===== config.mk =====
export PLATFORM = sky130hd
export DESIGN_NAME = sorted_priority_task_list
export DESIGN_NICKNAME = d
export VERILOG_FILES = /design/src/hw/rtl/spt_pkg.sv /design/src/hw/rtl/spt_cell.sv /design/src/hw/rtl/sorted_priority_task_list.sv
export SDC_FILE = /design/constraint.sdc
export NUM_CORES = 2
export LEC_CHECK = 0
export BUFFER_PORTS_ARGS = -buffer_cell sky130_fd_sc_hd__clkbuf_2
export CAP_MARGIN = 20
export CELL_PAD_IN_SITES_DETAIL_PLACEMENT = 1
export CELL_PAD_IN_SITES_GLOBAL_PLACEMENT = 2
export CORE_ASPECT_RATIO = 0.7
export CORE_MARGIN = 2
export CORE_UTILIZATION = 43
export DETAILED_ROUTE_END_ITERATION = 7
export GPL_ROUTABILITY_DRIVEN = 0
export PLACE_DENSITY_LB_ADDON = 0.1
export SYNTH_ARGS = -nofsm -noshare
export SYNTH_HDL_FRONTEND = slang
export SYNTH_SLANG_ARGS = --single-unit

===== constraint.sdc =====
create_clock -name clk_i -period 8 [get_ports clk_i]
set_input_delay 1.6 -clock clk_i [delete_from_list [all_inputs] [get_ports clk_i]]
set_output_delay 1.6 -clock clk_i [all_outputs]
set_load 0.02 [all_outputs]

===== src/hw/rtl/spt_pkg.sv =====
// Shared types and codes for the sorted priority task list.
// Holds the entry and control structs and the command and status codes.
// No dependencies.
`default_nettype none

package spt_pkg;

  localparam int unsigned TagW = 16;
  localparam int unsigned PriW = 16;
  localparam int unsigned PosW = 8;
  localparam int unsigned InW  = TagW + PriW + PosW;

  typedef enum logic {
    CMD_ADD = 1'b0,
    CMD_DEL = 1'b1
  } cmd_e;

  typedef enum logic [1:0] {
    ST_DONE  = 2'd0,
    ST_FULL  = 2'd1,
    ST_BELOW = 2'd2,
    ST_PAST  = 2'd3
  } status_e;

  typedef struct packed {
    logic signed [PriW-1:0] pri;
    logic [TagW-1:0]        tag;
  } entry_t;

  // Broadcast to every cell while a request updates the chain.
  typedef struct packed {
    logic            en;
    logic            del;
    entry_t          item;
    logic [PosW-1:0] pos;
  } ctrl_t;

endpackage

`default_nettype wire


===== src/hw/rtl/spt_cell.sv =====
// One slot of the sorted task chain: holds one entry, compares it with a new
// task and takes data from its left or right neighbor. Uses spt_pkg.
`default_nettype none

module spt_cell #(
  parameter int unsigned Idx = 0
) (
  input  wire             clk_i,
  input  spt_pkg::ctrl_t  ctrl_i,
  input  wire             occ_i,
  input  wire             keep_head_i,
  input  spt_pkg::entry_t left_i,
  input  wire             left_stay_i,
  input  spt_pkg::entry_t right_i,
  output spt_pkg::entry_t entry_o,
  output logic            stay_o,
  output spt_pkg::entry_t removed_o
);

  localparam logic [spt_pkg::PosW:0] IdxP1 = (spt_pkg::PosW+1)'(Idx + 1);

  spt_pkg::entry_t entry_q, entry_d;
  logic            ge;
  logic            hit;
  logic            take_right;

  // The head slot keeps its place only on a strictly higher priority.
  always_comb begin
    if (Idx == 0) begin
      ge = $signed(entry_q.pri) > $signed(ctrl_i.item.pri);
    end else begin
      ge = $signed(entry_q.pri) >= $signed(ctrl_i.item.pri);
    end
  end

  assign stay_o     = keep_head_i && occ_i && ge;
  assign hit        = {1'b0, ctrl_i.pos} == IdxP1;
  assign take_right = {1'b0, ctrl_i.pos} <= IdxP1;

  always_comb begin
    entry_d = entry_q;
    if (ctrl_i.en) begin
      if (ctrl_i.del) begin
        if (take_right) entry_d = right_i;
      end else if (!stay_o) begin
        entry_d = left_stay_i ? ctrl_i.item : left_i;
      end
    end
  end

  assign removed_o = (ctrl_i.en && ctrl_i.del && hit) ? entry_q : '0;
  assign entry_o   = entry_q;

  always_ff @(posedge clk_i) begin
    entry_q <= entry_d;
  end

endmodule

`default_nettype wire


===== src/hw/rtl/sorted_priority_task_list.sv =====
// A request is captured in S_IDLE; S_EXEC then updates the cell chain and loads the output register.
// No new request is taken until the last one has left S_EXEC: s_axis_tready_o is high only in S_IDLE.
// The update cycle waits while an earlier result is still held on the output.
// Reset clears the entry count, the held request, the state machine and the output register.
// Slot contents are not cleared; only slots below the count are ever read.
// Sorted priority task list: top level. Instantiates spt_cell; uses spt_pkg.
`default_nettype none

module sorted_priority_task_list #(
  parameter int unsigned CAPACITY = 16,
  localparam int unsigned CntW = $clog2(CAPACITY + 1),
  localparam int unsigned OutW = ((66 + CntW + 7) / 8) * 8
) (
  input  wire                       clk_i,
  input  wire                       rst_ni,
  input  wire                       s_axis_tvalid_i,
  output logic                      s_axis_tready_o,
  // task_tag [15:0], task_prio [31:16], position [39:32]
  input  wire  [spt_pkg::InW-1:0]   s_axis_tdata_i,
  // command [0]
  input  wire  [0:0]                s_axis_tuser_i,
  output logic                      m_axis_tvalid_o,
  input  wire                       m_axis_tready_i,
  // status [1:0], removed_tag [17:2], removed_priority [33:18],
  // entry_count [33+CntW:34], head_tag, head_priority, zero pad
  output logic [OutW-1:0]           m_axis_tdata_o
);

  typedef enum logic {
    S_IDLE,
    S_EXEC
  } state_e;

  localparam logic [CntW-1:0] CapCnt = CntW'(CAPACITY);

  state_e                  state_q;
  logic [CntW-1:0]         count_q;
  logic                    m_valid_q;
  logic [OutW-1:0]         m_data_q;
  spt_pkg::cmd_e           cmd_q;
  spt_pkg::entry_t         item_q;
  logic [spt_pkg::PosW-1:0] pos_q;

  spt_pkg::entry_t         cell_ent [CAPACITY];
  spt_pkg::entry_t         cell_rem [CAPACITY];
  logic [CAPACITY-1:0]     stay;
  logic [CAPACITY-1:0]     occ;
  spt_pkg::ctrl_t          ctrl;

  spt_pkg::status_e        status;
  logic                    is_add;
  logic                    ok;
  logic                    out_free;
  logic                    fire;
  logic [CntW-1:0]         count_nxt;
  spt_pkg::entry_t         head_nxt;
  spt_pkg::entry_t         head_out;
  spt_pkg::entry_t         removed;

  // ---------------------------------------------------------------------
  // Decode the held request and judge it against the current count
  // ---------------------------------------------------------------------
  assign is_add = cmd_q == spt_pkg::CMD_ADD;

  always_comb begin
    if (is_add) begin
      status = (count_q == CapCnt) ? spt_pkg::ST_FULL : spt_pkg::ST_DONE;
    end else if (pos_q == '0) begin
      status = spt_pkg::ST_BELOW;
    end else if ({1'b0, pos_q} > (spt_pkg::PosW+1)'(count_q)) begin
      status = spt_pkg::ST_PAST;
    end else begin
      status = spt_pkg::ST_DONE;
    end
  end

  assign ok       = status == spt_pkg::ST_DONE;
  assign out_free = !m_valid_q || m_axis_tready_i;
  assign fire     = (state_q == S_EXEC) && out_free;

  // Only a request that succeeds moves the chain.
  assign ctrl.en   = fire && ok;
  assign ctrl.del  = !is_add;
  assign ctrl.item = item_q;
  assign ctrl.pos  = pos_q;

  // ---------------------------------------------------------------------
  // Cell chain: each slot knows whether it is occupied from the count
  // ---------------------------------------------------------------------
  for (genvar g = 0; g < CAPACITY; g++) begin : g_cell
    assign occ[g] = count_q > CntW'(g);

    if (g == 0) begin : g_head
      spt_cell #(.Idx(g)) u_cell (
        .clk_i       (clk_i),
        .ctrl_i      (ctrl),
        .occ_i       (occ[g]),
        .keep_head_i (1'b1),
        .left_i      (item_q),
        .left_stay_i (1'b1),
        .right_i     (cell_ent[g+1]),
        .entry_o     (cell_ent[g]),
        .stay_o      (stay[g]),
        .removed_o   (cell_rem[g])
      );
    end else if (g == CAPACITY - 1) begin : g_tail
      spt_cell #(.Idx(g)) u_cell (
        .clk_i       (clk_i),
        .ctrl_i      (ctrl),
        .occ_i       (occ[g]),
        .keep_head_i (stay[0]),
        .left_i      (cell_ent[g-1]),
        .left_stay_i (stay[g-1]),
        .right_i     ('0),
        .entry_o     (cell_ent[g]),
        .stay_o      (stay[g]),
        .removed_o   (cell_rem[g])
      );
    end else begin : g_mid
      spt_cell #(.Idx(g)) u_cell (
        .clk_i       (clk_i),
        .ctrl_i      (ctrl),
        .occ_i       (occ[g]),
        .keep_head_i (stay[0]),
        .left_i      (cell_ent[g-1]),
        .left_stay_i (stay[g-1]),
        .right_i     (cell_ent[g+1]),
        .entry_o     (cell_ent[g]),
        .stay_o      (stay[g]),
        .removed_o   (cell_rem[g])
      );
    end
  end

  // At most one cell flags a removal; merge them.
  always_comb begin
    removed = '0;
    for (int i = 0; i < CAPACITY; i++) begin
      removed = removed | cell_rem[i];
    end
  end

  // ---------------------------------------------------------------------
  // Result: count and head as they stand after this request
  // ---------------------------------------------------------------------
  always_comb begin
    if (!ok) begin
      count_nxt = count_q;
    end else if (is_add) begin
      count_nxt = count_q + CntW'(1);
    end else begin
      count_nxt = count_q - CntW'(1);
    end
  end

  always_comb begin
    head_nxt = cell_ent[0];
    if (ok) begin
      if (is_add) begin
        if (!stay[0]) head_nxt = item_q;
      end else if (pos_q == spt_pkg::PosW'(1)) begin
        head_nxt = cell_ent[1];
      end
    end
  end

  assign head_out = (count_nxt != '0) ? head_nxt : '0;

  // ---------------------------------------------------------------------
  // Control: capture a request, then update the chain and load the result
  // ---------------------------------------------------------------------
  always_ff @(posedge clk_i or negedge rst_ni) begin
    if (!rst_ni) begin
      state_q   <= S_IDLE;
      count_q   <= '0;
      m_valid_q <= 1'b0;
      m_data_q  <= '0;
      cmd_q     <= spt_pkg::CMD_ADD;
      item_q    <= '0;
      pos_q     <= '0;
    end else begin
      unique case (state_q)
        S_IDLE: begin
          // Drop the result once the receiver takes it.
          if (m_axis_tready_i) m_valid_q <= 1'b0;
          if (s_axis_tvalid_i) begin
            cmd_q   <= spt_pkg::cmd_e'(s_axis_tuser_i[0]);
            item_q  <= s_axis_tdata_i[31:0];
            pos_q   <= s_axis_tdata_i[39:32];
            state_q <= S_EXEC;
          end
        end
        S_EXEC: begin
          // Hold while an earlier result is still waiting on the output.
          if (out_free) begin
            count_q   <= count_nxt;
            m_valid_q <= 1'b1;
            m_data_q  <= OutW'({head_out.pri, head_out.tag, count_nxt,
                                removed.pri, removed.tag, status});
            state_q   <= S_IDLE;
          end
        end
        default: state_q <= S_IDLE;
      endcase
    end
  end

  assign s_axis_tready_o = state_q == S_IDLE;
  assign m_axis_tvalid_o = m_valid_q;
  assign m_axis_tdata_o  = m_data_q;

endmodule

`default_nettype wire


==> summary.txt <==
Run status
  – Status: finished with violations
  – Failing checks: design-rule violations

Floorplan
  – Core box area: 0.0925 mm2
  – Die area: 0.0963 mm2
  – Initial Util: 43.6%
  – Io pins: 119
  – Chip Width: 370 um
  – Placement Rows: 93
  – Die H: 260 um

Place
  – Port Buffers: 117
  – Placed Instance Area: 0.0425 mm2
  – Hpwl dp: 142000 um

Drt
  – Wire length per cell: 42.4 um
  – Vias: 39400
  – DRT antenna net count: 0
  – Initial DRT Pass Iterations: 8
  – Drt initial violations: 7812
  – DRC: 15
  – Vias per inst: 7.69
  – Drt total wl: 217000 um

Yosys
  – Post-Syn Nets: 4161
  – Syn_area_per_cell: 10.5 um2
  – Asr flop ratio synth: 18.2%
  – Post-synthesis adder-cell area fraction: 8.25%
  – Compound-Gate Fraction of Synth Area: 24.0%
  – Cells after Synth: 3850
  – #FFs+latches synth: 626
  – EDFF count, synth: 512
  – Largest family of logic cells by synthesized area: compound AO/OA/AOI/OAI gates
  – Top FF cell, synth: edfxtp_1
  – Simple-Gate Fraction of Synth Area: 11.8%
  – Yosys warns: 0
  – Seq/Total Area, Yosys: 45.2%
  – Distinct cells, synth: 82
  – Xor/xnor share of the synthesized area: 0.130%
  – Post-synthesis mux area share: 6.38%
  – Mapped Area: 0.0403 mm2

Cells and area
  – # fillers: 9880
  – Post-route cell area: 0.0449 mm2
  – Area Overhead vs Synth: 11.3%
  – Layout cell share with drive strength beyond 1: 11.9%
  – Final net count: 4139

Min path
  – Min-delay worst type: reg2reg
  – Hold EP: m_axis_tdata_o[0]
  – Hold path depth: 2
  – Min-delay src: m_axis_tdata_o[0]

CTS
  – Total clock sinks: 626
  – # Post-CTS Setup Buffers: 0
  – CTS tree: built
  – Clock Tree Root: clkbuf_16
  – TritonCTS Buffers: 71
  – # resized after CTS: 0
  – Clock Latency Late Sink: 690 ps
  – Hold bufs inserted after CTS: 0
  – Max H-tree Level: 3
  – Max clock buf depth: 3
  – Worst-path clk slew: 70 ps

Worst setup path
  – RR Startpoint: ctrl[29]
  – Critical Setup Path Class: reg2reg
  – Worst path required time: 8300 ps
  – Crit Path Max Fanout: 20
  – Worst r2r path cells: 12
  – R2R Setup Slk: 1960 ps
  – Arrival time worst endpoint: 6350 ps
  – Worst Setup End Kind: register
  – Reg2reg end: g_cell[13].g_mid.u_cell.entry_o[16]
  – Crit path launch type: register

Timing
  – Worst hold margin: 494 ps
  – Max-Slew Margin vs Limit: 16.1%
  – RSZ-0062 raised after global routing: no
  – Sum Neg Setup Slack: 0 ps
  – Clock Skew: 31.2 ps
  – Actual slew at the worst max-slew pin: 1250 ps
  – Fmax: 165 MHz
  – Final Hold Vio Count: 0
  – Fin. max-slew vios: 0
  – Tmin final: 6040 ps
  – Crit share post-route: 75.6%
  – Final setup viols: 0

GRT
  – Initial antenna violation count: 16
  – Largest net degree at the start of global routing: 199
  – First-pass GRT wire length: 299000 um
  – Gr usage total: 44.2%
  – Gr ovfl total: 0
  – Vias in the first global route: 37500

Job
  – Maxcap violations: 0
[worst max path at each step]
| stage | from | endpoint | slack, ps | cells past startpoint |
|---|---|---|---|---|
| 2_1_floorplan | ctrl[31] | g_cell[3].g_mid.u_cell.entry_o[0] | 2100 | 13 |
| 3_3_place_gp | ctrl[31] | m_axis_tdata_o[62] | 2070 | 12 |
| 3_5_place_dp | ctrl[31] | m_axis_tdata_o[62] | 2120 | 13 |
| 4_1_cts | ctrl[31] | m_axis_tdata_o[62] | 2070 | 13 |
| 5_1_grt | count_q[2] | g_cell[9].g_mid.u_cell.entry_o[13] | 1970 | 10 |
| 6_report | ctrl[29] | g_cell[13].g_mid.u_cell.entry_o[16] | 1960 | 12 |
[cell usage in the layout, fill, tap and decap left out, types with 127 or more instances in the layout]
| cell type | n |
|---|---|
| a22oi_1 | 141 |
| o21ai_0 | 218 |
| nor3b_1 | 127 |
| nand2_1 | 404 |
| nor2_1 | 165 |
| mux2i_1 | 231 |
| ha_1 | 266 |
| a221o_1 | 155 |
| edfxtp_1 | 512 |
| a21oi_1 | 193 |
[layout make-up]
class / count / area (um2) / area share [%]
well taps: 1235 / 1550 / 3.44
repair buffers: 250 / 1730 / 3.86
multi-input cells: 2821 / 20800 / 46.4
clock inverters: 34 / 364 / 0.811
inverters: 58 / 225 / 0.502
flip-flops and latches: 626 / 18200 / 40.6
diodes: 6 / 15.0 / 0.0334
clock buffers: 95 / 1940 / 4.32
[synthesized netlist by cell type, types with 23 or more instances]
library cell  number  area share, %
o22a_1            40           0.87
a22oi_1          141            2.6
a2bb2oi_1         88            1.9
a222oi_1          67            1.7
a31oi_1           34           0.53
and3_1            32           0.50
a22o_1            33           0.72
inv_1             57           0.53
nand2_1          407            3.8
o21ai_0          219            2.7
edfxtp_1         512             38
buf_2             48           0.60
o31ai_1           23           0.43
nor3_1            23           0.29
a221o_1          155            3.8
nor2b_1           29           0.45
nor2_1           175            1.6
nand3_1           49           0.61
mux2i_1          231            5.7
a21o_1            48           0.89
a21oi_1          200            2.5
nor3b_1          128            2.4
o21ai_1           70           0.87
dfrtp_1          114            7.1
ha_1             266            8.3
nand4_1           58           0.90
a221oi_1          43           0.93
clkbuf_1         265            2.5
mux2_2            23           0.64
[cell families after synthesis]
logic type | Yosys count
AOI/OAI and AO/OA | 1324
xor gates and xnor gates | 6
adders and majority gates | 266
buffers and inverters | 403
DFF | 626
muxes | 254
other | 1
and+or+nand+nor | 970
[state kept, by name, summed over array words and instances, names as in the netlist]
register / count
state_q: 1
cmd_q: 1
ctrl: 32
m_axis_tvalid_o: 1
g_cell.g_tail.u_cell.entry_o: 32
m_axis_tdata_o: 67
g_cell.g_head.u_cell.entry_o: 32
g_cell.g_mid.u_cell.entry_o: 448
count_q: 4
pos_q: 8
[worst max-delay path, stage by stage (launching register included)]
cell	delay (ps)
dfrtp_1	810
inv_1	140
buf_4	300
ha_1	350
a21oi_1	350
o21a_1	320
o211ai_1	270
a2111oi_0	570
mux2i_1	740
or3_2	270
nand2_1	90
a21oi_4	810
buf_4	570
[metal layers]
layer | GRT usage (%) | up-vias | wire [um]
li1 | - | 15200 | -
met1 | 63.1 | 20000 | 87900
met2 | 55.4 | 3625 | 79900
met3 | 23.6 | 571 | 40900
met4 | 14.8 | 26 | 8350
met5 | 1.38 | - | 362
[stage by stage]
| step | util (%) | worst slack (ps) | std cells |
|---|---|---|---|
| after floorplan | - | 2100 | 3850 |
| after global placement | 45.9 | 2070 | 4982 |
| after detailed placement | 46.0 | 2120 | 4987 |
| after CTS | 48.5 | 2070 | 5116 |
| after global routing | 48.5 | 1970 | 5119 |
| final | 48.5 | 1960 | 5125 |
Power is left out: the tool's default activity adds up to more than one toggle a clock period on the data nets, which glitch-free logic cannot reach.
